File: src/hdl/rsa_modular_exponentiation_core_macros.svh
// Assertion macros shared by the exponentiation core.
// Expects signals named clk and arst_n in the including module.
`ifndef RSA_MODULAR_EXPONENTIATION_CORE_MACROS_SVH
`define RSA_MODULAR_EXPONENTIATION_CORE_MACROS_SVH

// Same-cycle implication, disabled while reset is asserted.
`define RSA_ASSERT_HOLD(lbl, ante, cons, msg) \
	lbl: assert property (@(posedge clk) disable iff (!arst_n) (ante) |-> (cons)) \
		else $error(msg);

// Next-cycle implication, disabled while reset is asserted.
`define RSA_ASSERT_NEXT(lbl, ante, cons, msg) \
	lbl: assert property (@(posedge clk) disable iff (!arst_n) (ante) |=> (cons)) \
		else $error(msg);

`endif

File: src/hdl/rsa_pkg.sv
// Package for the modular exponentiation core: state type, codes and fixed widths.
// Has no dependencies; imported by rsa_modular_exponentiation_core.
`timescale 1ns / 1ps

package rsa_pkg;

	// Width of the value, result and configuration fields.
	localparam int FIELD_BITS = 31;
	// Bits of the base scanned during the initial reduction.
	localparam int BASE_BITS  = 31;
	// Bits kept from a byte (encrypt base, decrypt result).
	localparam int BYTE_BITS  = 8;
	// Bit counter width, enough to count 0 .. 30.
	localparam int CNT_W      = 5;

	localparam logic ACT_ENCRYPT = 1'b0;
	localparam logic ACT_DECRYPT = 1'b1;

	localparam logic [1:0] REG_MODULUS  = 2'd0;
	localparam logic [1:0] REG_ENC_EXP  = 2'd1;
	localparam logic [1:0] REG_DEC_EXP  = 2'd2;

	typedef enum logic [2:0] {
		ST_IDLE,
		ST_REDUCE,
		ST_STEP,
		ST_MULT,
		ST_SQUARE,
		ST_DONE
	} state_t;

endpackage

File: src/hdl/rsa_modular_exponentiation_core.sv
// Modular exponentiation core: bit-serial square-and-multiply with an APB register port.
// Depends on rsa_pkg and rsa_modular_exponentiation_core_macros.svh.
`timescale 1ns / 1ps
`include "rsa_modular_exponentiation_core_macros.svh"

// Usage
// Registers (APB, always ready): modulus at 0x0, encrypt exponent at 0x4, decrypt
// exponent at 0x8, each 31 bits and reset to 1. Only the low MODULUS_WIDTH bits of
// the modulus are used; a modulus of zero acts as one. Write them while busy is low.
// An item (action, value) is taken at a clock edge with start high and busy low.
// Encrypt raises the low byte of value to the encrypt exponent; decrypt raises the
// whole value to the decrypt exponent and keeps the low byte of the residue.
// The result appears on result with done high for exactly one cycle; there is no
// back-pressure, the receiver must take it then. busy drops in that same cycle, so
// the next item may be taken at the edge that ends it.
// A zero exponent gives 1. One modular multiply runs in a shared shift-and-add unit,
// one multiplier bit per cycle, and the base is first reduced one bit per cycle over
// its 31 bits. Items are processed one at a time.
// Reset (arst_n low) returns to idle and restores the register reset values.
module rsa_modular_exponentiation_core #(
	parameter int MODULUS_WIDTH = 31
) (
	input  logic        clk,
	input  logic        arst_n,
	input  logic        psel,
	input  logic        penable,
	input  logic        pwrite,
	input  logic [3:0]  paddr,
	input  logic [31:0] pwdata,
	output logic [31:0] prdata,
	output logic        pready,
	input  logic        start,
	output logic        busy,
	input  logic        action,
	input  logic [30:0] value,
	output logic        done,
	output logic [30:0] result
);

	import rsa_pkg::*;

	localparam int W  = MODULUS_WIDTH;
	localparam int SW = W + 2;

	state_t state_q, state_d;

	logic [FIELD_BITS-1:0] mod_q, eexp_q, dexp_q;
	logic [FIELD_BITS-1:0] exp_q;
	logic [BASE_BITS-1:0]  base_q;
	logic [W-1:0]          m_eff;
	logic [W-1:0]          p_q, acc_q, sq_q, mb_q;
	logic [CNT_W-1:0]      cnt_q;
	logic                  act_q;
	logic [FIELD_BITS-1:0] result_q;
	logic                  done_q;

	logic                  accept;
	logic                  cfg_wr;
	logic [FIELD_BITS-1:0] exp_sel;
	logic                  exp_more;
	logic                  cnt_last;

	logic [SW-1:0] addend_w, sum_w;
	logic [SW:0]   t1_w, t2_w;
	logic [W-1:0]  red_w;

	// Controls from the output decoder.
	logic run, enter_op, mb_sel_acc, exp_shift_en;
	logic fin_reduce, fin_mult, fin_square, fin_done;

	assign pready   = 1'b1;
	assign cfg_wr   = psel & penable & pwrite & pready;
	assign busy     = (state_q != ST_IDLE);
	assign accept   = start & ~busy;
	assign exp_sel  = (action == ACT_DECRYPT) ? dexp_q : eexp_q;
	assign exp_more = |exp_q[FIELD_BITS-1:1];
	assign m_eff    = (mod_q[W-1:0] == '0) ? W'(1) : mod_q[W-1:0];
	assign cnt_last = (state_q == ST_REDUCE) ? (cnt_q == CNT_W'(BASE_BITS - 1))
	                                         : (cnt_q == CNT_W'(W - 1));

	// One step of the shift-and-add unit: 2p + addend, then reduce from below 3m.
	always_comb begin
		if (state_q == ST_REDUCE) begin
			addend_w = SW'(base_q[BASE_BITS-1]);
		end else if (mb_q[W-1]) begin
			addend_w = {2'b00, sq_q};
		end else begin
			addend_w = '0;
		end
		sum_w = {1'b0, p_q, 1'b0} + addend_w;
		t1_w  = {1'b0, sum_w} - {3'b000, m_eff};
		t2_w  = {1'b0, sum_w} - {2'b00, m_eff, 1'b0};
		if (!t2_w[SW]) begin
			red_w = t2_w[W-1:0];
		end else if (!t1_w[SW]) begin
			red_w = t1_w[W-1:0];
		end else begin
			red_w = sum_w[W-1:0];
		end
	end

	// Next state.
	always_comb begin
		state_d = state_q;
		unique case (state_q)
			ST_IDLE: begin
				if (accept) begin
					state_d = (exp_sel == '0) ? ST_DONE : ST_REDUCE;
				end
			end
			ST_REDUCE: begin
				if (cnt_last) begin
					state_d = ST_STEP;
				end
			end
			ST_STEP: begin
				if (exp_q[0]) begin
					state_d = ST_MULT;
				end else begin
					state_d = exp_more ? ST_SQUARE : ST_DONE;
				end
			end
			ST_MULT: begin
				if (cnt_last) begin
					state_d = exp_more ? ST_SQUARE : ST_DONE;
				end
			end
			ST_SQUARE: begin
				if (cnt_last) begin
					state_d = ST_STEP;
				end
			end
			ST_DONE: begin
				state_d = ST_IDLE;
			end
			default: begin
				state_d = ST_IDLE;
			end
		endcase
	end

	// Datapath controls.
	always_comb begin
		run          = 1'b0;
		enter_op     = 1'b0;
		mb_sel_acc   = 1'b0;
		exp_shift_en = 1'b0;
		fin_reduce   = 1'b0;
		fin_mult     = 1'b0;
		fin_square   = 1'b0;
		fin_done     = 1'b0;
		unique case (state_q)
			ST_IDLE: begin
			end
			ST_REDUCE: begin
				run        = 1'b1;
				fin_reduce = cnt_last;
			end
			ST_STEP: begin
				if (exp_q[0]) begin
					enter_op   = 1'b1;
					mb_sel_acc = 1'b1;
				end else begin
					exp_shift_en = 1'b1;
					enter_op     = exp_more;
				end
			end
			ST_MULT: begin
				run = 1'b1;
				if (cnt_last) begin
					fin_mult     = 1'b1;
					exp_shift_en = 1'b1;
					enter_op     = exp_more;
				end
			end
			ST_SQUARE: begin
				run        = 1'b1;
				fin_square = cnt_last;
			end
			ST_DONE: begin
				fin_done = 1'b1;
			end
			default: begin
			end
		endcase
	end

	// Control registers and configuration.
	always_ff @(posedge clk or negedge arst_n) begin
		if (!arst_n) begin
			state_q <= ST_IDLE;
			done_q  <= 1'b0;
			mod_q   <= FIELD_BITS'(1);
			eexp_q  <= FIELD_BITS'(1);
			dexp_q  <= FIELD_BITS'(1);
		end else begin
			state_q <= state_d;
			done_q  <= fin_done;
			if (cfg_wr) begin
				unique case (paddr[3:2])
					REG_MODULUS: mod_q  <= pwdata[FIELD_BITS-1:0];
					REG_ENC_EXP: eexp_q <= pwdata[FIELD_BITS-1:0];
					REG_DEC_EXP: dexp_q <= pwdata[FIELD_BITS-1:0];
					default: begin
					end
				endcase
			end
		end
	end

	// Datapath registers; later assignments take priority.
	always_ff @(posedge clk) begin
		if (accept) begin
			act_q  <= action;
			exp_q  <= exp_sel;
			base_q <= (action == ACT_DECRYPT) ? value : BASE_BITS'(value[BYTE_BITS-1:0]);
			p_q    <= '0;
			cnt_q  <= '0;
			acc_q  <= W'(1);
		end
		if (run) begin
			p_q   <= red_w;
			cnt_q <= cnt_q + CNT_W'(1);
			if (state_q == ST_REDUCE) begin
				base_q <= {base_q[BASE_BITS-2:0], 1'b0};
			end else begin
				mb_q <= {mb_q[W-2:0], 1'b0};
			end
		end
		if (fin_reduce) begin
			sq_q  <= red_w;
			acc_q <= (m_eff == W'(1)) ? W'(0) : W'(1);
		end
		if (fin_mult) begin
			acc_q <= red_w;
		end
		if (fin_square) begin
			sq_q <= red_w;
		end
		if (exp_shift_en) begin
			exp_q <= {1'b0, exp_q[FIELD_BITS-1:1]};
		end
		if (enter_op) begin
			p_q   <= '0;
			cnt_q <= '0;
			mb_q  <= mb_sel_acc ? acc_q : sq_q;
		end
		if (fin_done) begin
			result_q <= (act_q == ACT_DECRYPT) ? FIELD_BITS'(acc_q[BYTE_BITS-1:0])
			                                   : FIELD_BITS'(acc_q);
		end
	end

	always_comb begin
		unique case (paddr[3:2])
			REG_MODULUS: prdata = {1'b0, mod_q};
			REG_ENC_EXP: prdata = {1'b0, eexp_q};
			REG_DEC_EXP: prdata = {1'b0, dexp_q};
			default:     prdata = '0;
		endcase
	end

	assign done   = done_q;
	assign result = result_q;

	`RSA_ASSERT_NEXT(a_accept_busy, accept, busy, "core not busy after taking an item")
	`RSA_ASSERT_NEXT(a_done_strobe, state_q == ST_DONE, done_q && !busy, "missing result strobe")
	`RSA_ASSERT_HOLD(a_cnt_range, (state_q == ST_MULT) || (state_q == ST_SQUARE), cnt_q <= CNT_W'(W - 1), "multiply bit counter overran")
	`RSA_ASSERT_HOLD(a_dec_byte, done_q && (act_q == ACT_DECRYPT), result_q[FIELD_BITS-1:BYTE_BITS] == '0, "decrypt result wider than a byte")

endmodule

File: config.mk
export PLATFORM = sky130hd
export DESIGN_NAME = rsa_modular_exponentiation_core
export DESIGN_NICKNAME = d
export VERILOG_FILES = /design/src/hdl/rsa_pkg.sv /design/src/hdl/rsa_modular_exponentiation_core.sv
export VERILOG_INCLUDE_DIRS = /design/src /design/src/hdl
export SDC_FILE = /design/constraint.sdc
export NUM_CORES = 1
export LEC_CHECK = 0
export ABC_AREA = 0
export ABC_CLOCK_PERIOD_IN_PS = 8200
export BUFFER_PORTS_ARGS = -buffer_cell sky130_fd_sc_hd__buf_2
export CAP_MARGIN = 10
export CORE_AREA = 2 2 194 177
export DETAILED_ROUTE_END_ITERATION = 10
export DIE_AREA = 0 0 196 179
export GPL_ROUTABILITY_DRIVEN = 0
export PLACE_DENSITY = 0.87
export SYNTH_ARGS = -nofsm -noshare
export SYNTH_HDL_FRONTEND = slang
export SYNTH_SLANG_ARGS = --single-unit
File: constraint.sdc
create_clock -name clk -period 8.2 [get_ports clk]
set_clock_uncertainty 0.15 [all_clocks]
set_input_delay 0.82 -clock clk [delete_from_list [all_inputs] [get_ports clk]]
set_output_delay 0.82 -clock clk [all_outputs]
set_load 0.02 [all_outputs]
==> reports/summary.txt, run 1 <==
total chip power -> 10.7 mW
setup violators final -> 0
cell seen most often among critical-path stages -> sky130_fd_sc_hd__a21oi_1
cell area after synthesis -> 19300 um^2
number of H-tree branching levels -> 2
clk root buf -> sky130_fd_sc_hd__clkbuf_16
clock transition time at the flip-flop clock pins of the worst setup and hold paths -> 0.06 ns
number of I/O port buffers -> 134
# Max-Cap Violations -> 0
post-synthesis net count -> 2205
number of hold-slack violations in the final timing report -> 0
relative max-transition margin -> 19.4%
slowest cell delay on critical path -> 0.86 ns
Total Die Area -> 35100 um^2
placement row count -> 64
sequential fraction of the synthesis area -> 43.7%
number of buffers created by CTS -> 34
total track usage -> 29.2%
pin count of the biggest net entering global routing -> 69
maximum buffer depth of the clock tree -> 3
master of the slowest instance on the critical path -> sky130_fd_sc_hd__or4b_1
DRT iter0 DRCs -> 1820
via-per-instance ratio -> 6.44
arrival time worst endpoint -> 7.38 ns
TritonCTS clock tree -> yes
worst r2r path cells -> 24
wire length of the first global-routing pass -> 81.7 mm
number of enable-type register cells in the synthesized netlist -> 155
transition at the pin with the smallest max-transition slack -> 1.21 ns
number of remaining DRC errors -> 0
post-route cell area -> 21500 um^2
worst reg2reg path endpoint -> sq_q[10]
proportion of layout cells with a drive suffix above 1 -> 15.1%
TNS Setup -> 0 ns
share of synthesized flip-flops with an asynchronous set or reset -> 30.3%
Sink Count -> 320
horizontal die dimension -> 196 um
number of instances in the synthesized netlist -> 2035
number of primary I/O pins -> 140
detailed-route via count -> 16600
later-pin clock latency in the skew report -> 0.54 ns
Post-DP Area -> 20300 um^2
cell area power density -> 501 nW/um^2
CORE AREA -> 33300 um^2
reg2reg start -> state_q[2]
synthesized area divided by synthesized cell count -> 9.50 um^2
Cell variety after synth -> 89
endpoint required time on the critical path -> 8.31 ns
Slew Limit Fails -> 0
Leak Pwr -> 9.00 nW
starting utilization of the core area -> 58.0%
drt pass-1 iters -> 8
per-cell routed wire length -> 20.4 um
synthesized flop and latch total -> 320
worst-path maximum fanout -> 28
worst vdd ir -> 0.000247 V
Synth Flop Type -> sky130_fd_sc_hd__edfxtp_1
hold bufs inserted after CTS -> 0
wirelength, routed -> 52.4 mm
grt total ovfl -> 0
class of the tightest hold or removal check -> in2async
CTS resizes -> 0
Final min period -> 7.26 ns
utilization after layout -> 64.4%
number of global-route vias before repair -> 15300
worst hold slack -> 0.135 ns
Worst Setup End Kind -> flip-flop
unrepaired setup endpoints after global routing -> no
buffer count from post-CTS setup fixing -> 0
crit path cell chain -> nand2b_1, or2_2, and3_1, ha_1, inv_1, fa_1, nor2b_1, o2111ai_1, nand2_1, and2_1, a21oi_1, o21bai_1, a21oi_1, xnor2_1, ha_1, nand4_1, nand3b_1, a21oi_1, o21ai_1, o31ai_4, or4b_1, and3_1, o31ai_1, inv_1
number of antenna violations at the first check in global routing -> 1
synthesis-to-finish area growth -> 11.0%
Register-to-Register Setup Slack -> 0.94 ns
post-DP HPWL -> 38.3 mm
startpoint-to-endpoint class of the critical path -> reg2reg
highest clock rate -> 0.138 GHz
final worst-path cycle share -> 88.6%
outcome -> finished clean
sort of element at the start of the critical path -> flip-flop
post-route antenna net violation count -> 0
number of warnings issued by yosys -> 0
Die Span Y -> 179 um
number of nets in the final layout -> 2287
==> worst max-delay path: cells and delay by family (launching register included) <==
kind	cells	cell delay [ns]
and+or+nand+nor	10	2.98
adders and majority gates	3	0.93
xor gates and xnor gates	1	0.36
AOI/OAI and AO/OA	8	1.88
buffers and inverters	2	0.17
DFF	1	0.50
==> logic make-up (layout without fill, tap and decap cells) <==
family,count (synthesis),count (layout),share of synthesized area [%]
muxes,160,160,8.69
xor gates and xnor gates,75,75,3.40
and+or+nand+nor,674,674,17.0
adders and majority gates,98,98,6.44
other,2,3,0.0389
DFF,320,320,43.7
buffers and inverters,182,290,3.72
AOI/OAI and AO/OA,524,524,17.0
==> area by class of cell <==
| type | count | area, um^2 |
|---|---|---|
| clock inverter | 15 | 148 |
| fill | 2501 | 11900 |
| tap | 429 | 537 |
| sequential | 320 | 8450 |
| timing repair buffer | 162 | 891 |
| inverter | 66 | 248 |
| multi-input combinational | 1533 | 10200 |
| antenna | 1 | 2.50 |
| clock buffer | 47 | 960 |
==> per-layer routing <==
metal | track usage (%) | wire length (um) | vias to the layer above
met1 | 39.8 | 21600 | 7904
met3 | 4.91 | 4870 | 137
met5 | 0 | 0 | -
li1 | - | - | 7609
met2 | 46.5 | 23900 | 915
met4 | 12.1 | 2100 | 0
==> power by group <==
| part | internal (mW) | total (mW) | switching [mW] |
|---|---|---|---|
| logic | 2.43 | 6.52 | 4.09 |
| clock network | 0.862 | 1.50 | 0.640 |
| registers | 2.38 | 2.72 | 0.335 |
==> placed cells by master, fill, tap and decap left out, types with 39 or more instances in the layout <==
cell / n
sky130_fd_sc_hd__dfxtp_1: 68
sky130_fd_sc_hd__and3_1: 43
sky130_fd_sc_hd__ha_1: 93
sky130_fd_sc_hd__o21ai_0: 161
sky130_fd_sc_hd__a31oi_1: 47
sky130_fd_sc_hd__nand2_1: 208
sky130_fd_sc_hd__mux2i_1: 97
sky130_fd_sc_hd__nand3_1: 66
sky130_fd_sc_hd__a21o_1: 39
sky130_fd_sc_hd__mux2_2: 63
sky130_fd_sc_hd__dfrtp_1: 94
sky130_fd_sc_hd__inv_1: 65
sky130_fd_sc_hd__buf_2: 133
sky130_fd_sc_hd__edfxtp_1: 155
sky130_fd_sc_hd__nor2_1: 149
sky130_fd_sc_hd__a21oi_1: 119
sky130_fd_sc_hd__xnor2_1: 53
==> stage by stage <==
stage / worst slack, ns / cells
after floorplan: 2.02 / 2035
after global placement: 1.13 / 2509
after detailed placement: 0.893 / 2509
after CTS: 0.859 / 2571
after global routing: 0.358 / 2573
final: 0.936 / 2573
==> worst max path at each step <==
stage                      to       start  depth (start not counted)  slack (ns)
floorplan           acc_q[11]  state_q[2]                         26        2.02
global placement    acc_q[20]  state_q[2]                         24        1.13
detailed placement  acc_q[24]  state_q[2]                         25        0.89
CTS                 acc_q[20]  state_q[2]                         25        0.86
global route        acc_q[20]  state_q[2]                         25        0.36
finish               sq_q[10]  state_q[2]                         24        0.94
==> synth_stat cells, drive strengths merged (28+ instances only) <==
master  count  share of area (%)
nor2      155                3.0
nand3      66                1.7
o21ai     177                4.6
a21o       40                1.6
nand2     208                4.0
xnor2      53                2.4
dfxtp      68                7.0
a31oi      48                1.6
nor2b      35                1.1
mux2i      97                5.0
and3       46                1.6
buf        28               0.72
inv        65                1.3
a21oi     119                3.1
mux2       63                3.7
ha         93                6.0
clkbuf     88                1.7
nor4       32                1.1
dfrtp      94                 12
edfxtp    155                 24
(Power assumes the default switching activity.)
==> run 2, diff against run 1 <==
CAP_MARGIN = not set   (was 10)
PLACE_DENSITY = not set   (was 0.87)
PLACE_DENSITY_LB_ADDON = 0.25   (was not set)
==> run 2 against run 1 <==
- non-clock buffer count fell by 4
- sequential power is essentially flat
- register-to-register slack worse by 0.32 ns
- die area did not move
- core utilization decreased by 0.24 points
==> reports/summary.txt, run 2 (same netlist as run 1, synthesis figures left out) <==
number of buffers created by CTS -> 35
number of primary I/O pins -> 140
worst hold slack -> 0.122 ns
placement row count -> 64
wire length of the first global-routing pass -> 81.5 mm
maximum buffer depth of the clock tree -> 3
# Max-Cap Violations -> 0
Total Die Area -> 35100 um^2
TNS Setup -> 0 ns
class of the tightest hold or removal check -> in2async
slowest cell delay on critical path -> 0.91 ns
detailed-route via count -> 16100
horizontal die dimension -> 196 um
sort of element at the start of the critical path -> flip-flop
Worst Setup End Kind -> flip-flop
number of H-tree branching levels -> 2
final worst-path cycle share -> 92.5%
number of antenna violations at the first check in global routing -> 1
clk root buf -> sky130_fd_sc_hd__clkbuf_16
post-DP HPWL -> 37.2 mm
number of antenna cells inserted -> 0
hold bufs inserted after CTS -> 0
worst-path maximum fanout -> 30
number of global-route vias before repair -> 15100
relative max-transition margin -> 15.0%
clock transition time at the flip-flop clock pins of the worst setup and hold paths -> 0.06 ns
unrepaired setup endpoints after global routing -> no
number of nets in the final layout -> 2284
total chip power -> 10.6 mW
Die Span Y -> 179 um
buffer count from post-CTS setup fixing -> 0
Layout fillers -> 2731
total track usage -> 29.0%
post-route cell area -> 21400 um^2
sequential share of power -> 25.8%
Final Instance Count excl. Fillers -> 2568
per-cell routed wire length -> 20.0 um
number of remaining DRC errors -> 0
Slew Limit Fails -> 0
area occupied by multi-input gates -> 10200 um^2
via-per-instance ratio -> 6.28
grt total ovfl -> 0
CTS resizes -> 0
TritonCTS clock tree -> yes
later-pin clock latency in the skew report -> 0.52 ns
master of the slowest instance on the critical path -> sky130_fd_sc_hd__or2_1
switching share of power -> 46.5%
commonest cells after routing, fill and taps aside -> sky130_fd_sc_hd__nand2_1, sky130_fd_sc_hd__o21ai_0, sky130_fd_sc_hd__edfxtp_1
area of all sequential standard cells -> 8450 um^2
starting utilization of the core area -> 58.0%
Sink Count -> 320
most frequent standard cell in the layout excluding fill and tap cells -> sky130_fd_sc_hd__nand2_1
transition at the pin with the smallest max-transition slack -> 1.27 ns
post-route antenna net violation count -> 0
placed insts -> 2506
switching power summed over all nets -> 4.92 mW
synthesis-to-finish area growth -> 10.6%
endpoint required time on the critical path -> 8.28 ns
proportion of layout cells with a drive suffix above 1 -> 14.8%
cell area power density -> 495 nW/um^2
wirelength, routed -> 51.3 mm
Leak Pwr -> 8.95 nW
clock group share of total power -> 14.1%
startpoint-to-endpoint class of the critical path -> reg2reg
arrival time worst endpoint -> 7.67 ns
DRT iter0 DRCs -> 1595
drt pass-1 iters -> 6
highest clock rate -> 0.132 GHz
pin count of the biggest net entering global routing -> 68
CORE AREA -> 33300 um^2
Post-DP Area -> 20300 um^2
number of I/O port buffers -> 134
power share of the combinational group -> 60.1%
Final min period -> 7.59 ns
outcome -> finished clean
Int Power -> 5.65 mW
number of hold-slack violations in the final timing report -> 0
setup violators final -> 0
worst vdd ir -> 0.000284 V
run 2: path summary, 6_finish.rpt:
| path | start | end | slack (ns) | depth (start not counted) |
|---|---|---|---|---|
| worst max-delay path | state_q[2] | acc_q[19] | 0.61 | 26 |
| worst min-delay path | arst_n | eexp_q[14] | 0.12 | 1 |
| worst max register to register | state_q[2] | acc_q[19] | 0.61 | 26 |
| worst min register to register | p_q[22] | p_q[22] | 0.31 | 2 |
| max in group asynchronous | arst_n | done | 6.57 | 2 |
| min in group clk | p_q[22] | p_q[22] | 0.31 | 2 |
run 2: per-stage QoR:
stage | utilization, % | worst slack, ns
after floorplan | - | 2.02
after global placement | 61.0 | 0.939
after detailed placement | 61.0 | 0.804
after CTS | 64.2 | 0.766
after global routing | 64.2 | 0.130
final | 64.2 | 0.614
run 2: critical path: cells and delay by family, from the launching register on:
family / cells / cell delay [ns]
simple gates: 10 / 2.95
compound gates: 10 / 1.85
fa+ha+maj: 4 / 1.32
flops: 1 / 0.52
xor+xnor: 1 / 0.37
buf+inv: 1 / 0.07
run 2: cell type report:
type | instances | area share [%]
inverter | 66 | 1.16
sequential | 320 | 39.5
clock buffer | 50 | 4.55
clock inverter | 12 | 0.410
tap | 429 | 2.51
timing repair buffer | 158 | 3.99
multi-input combinational | 1533 | 47.9
run 2: per-layer routing:
layer | track usage, % | wire length, um
met4 | 10.3 | 1630
met3 | 4.06 | 3820
met1 | 40.8 | 22600
met5 | 0 | 0
met2 | 46.2 | 23200
run 2: power by group through the flow:
stage | sequential, mW | combinational, mW | clock [mW]
2_1_floorplan | 2.65 | 4.71 | 0
3_3_place_gp | 2.72 | 6.02 | 0
3_5_place_dp | 2.74 | 6.19 | 0
4_1_cts | 2.72 | 6.25 | 1.51
5_1_grt | 2.78 | 6.96 | 1.57
6_report | 2.72 | 6.36 | 1.49
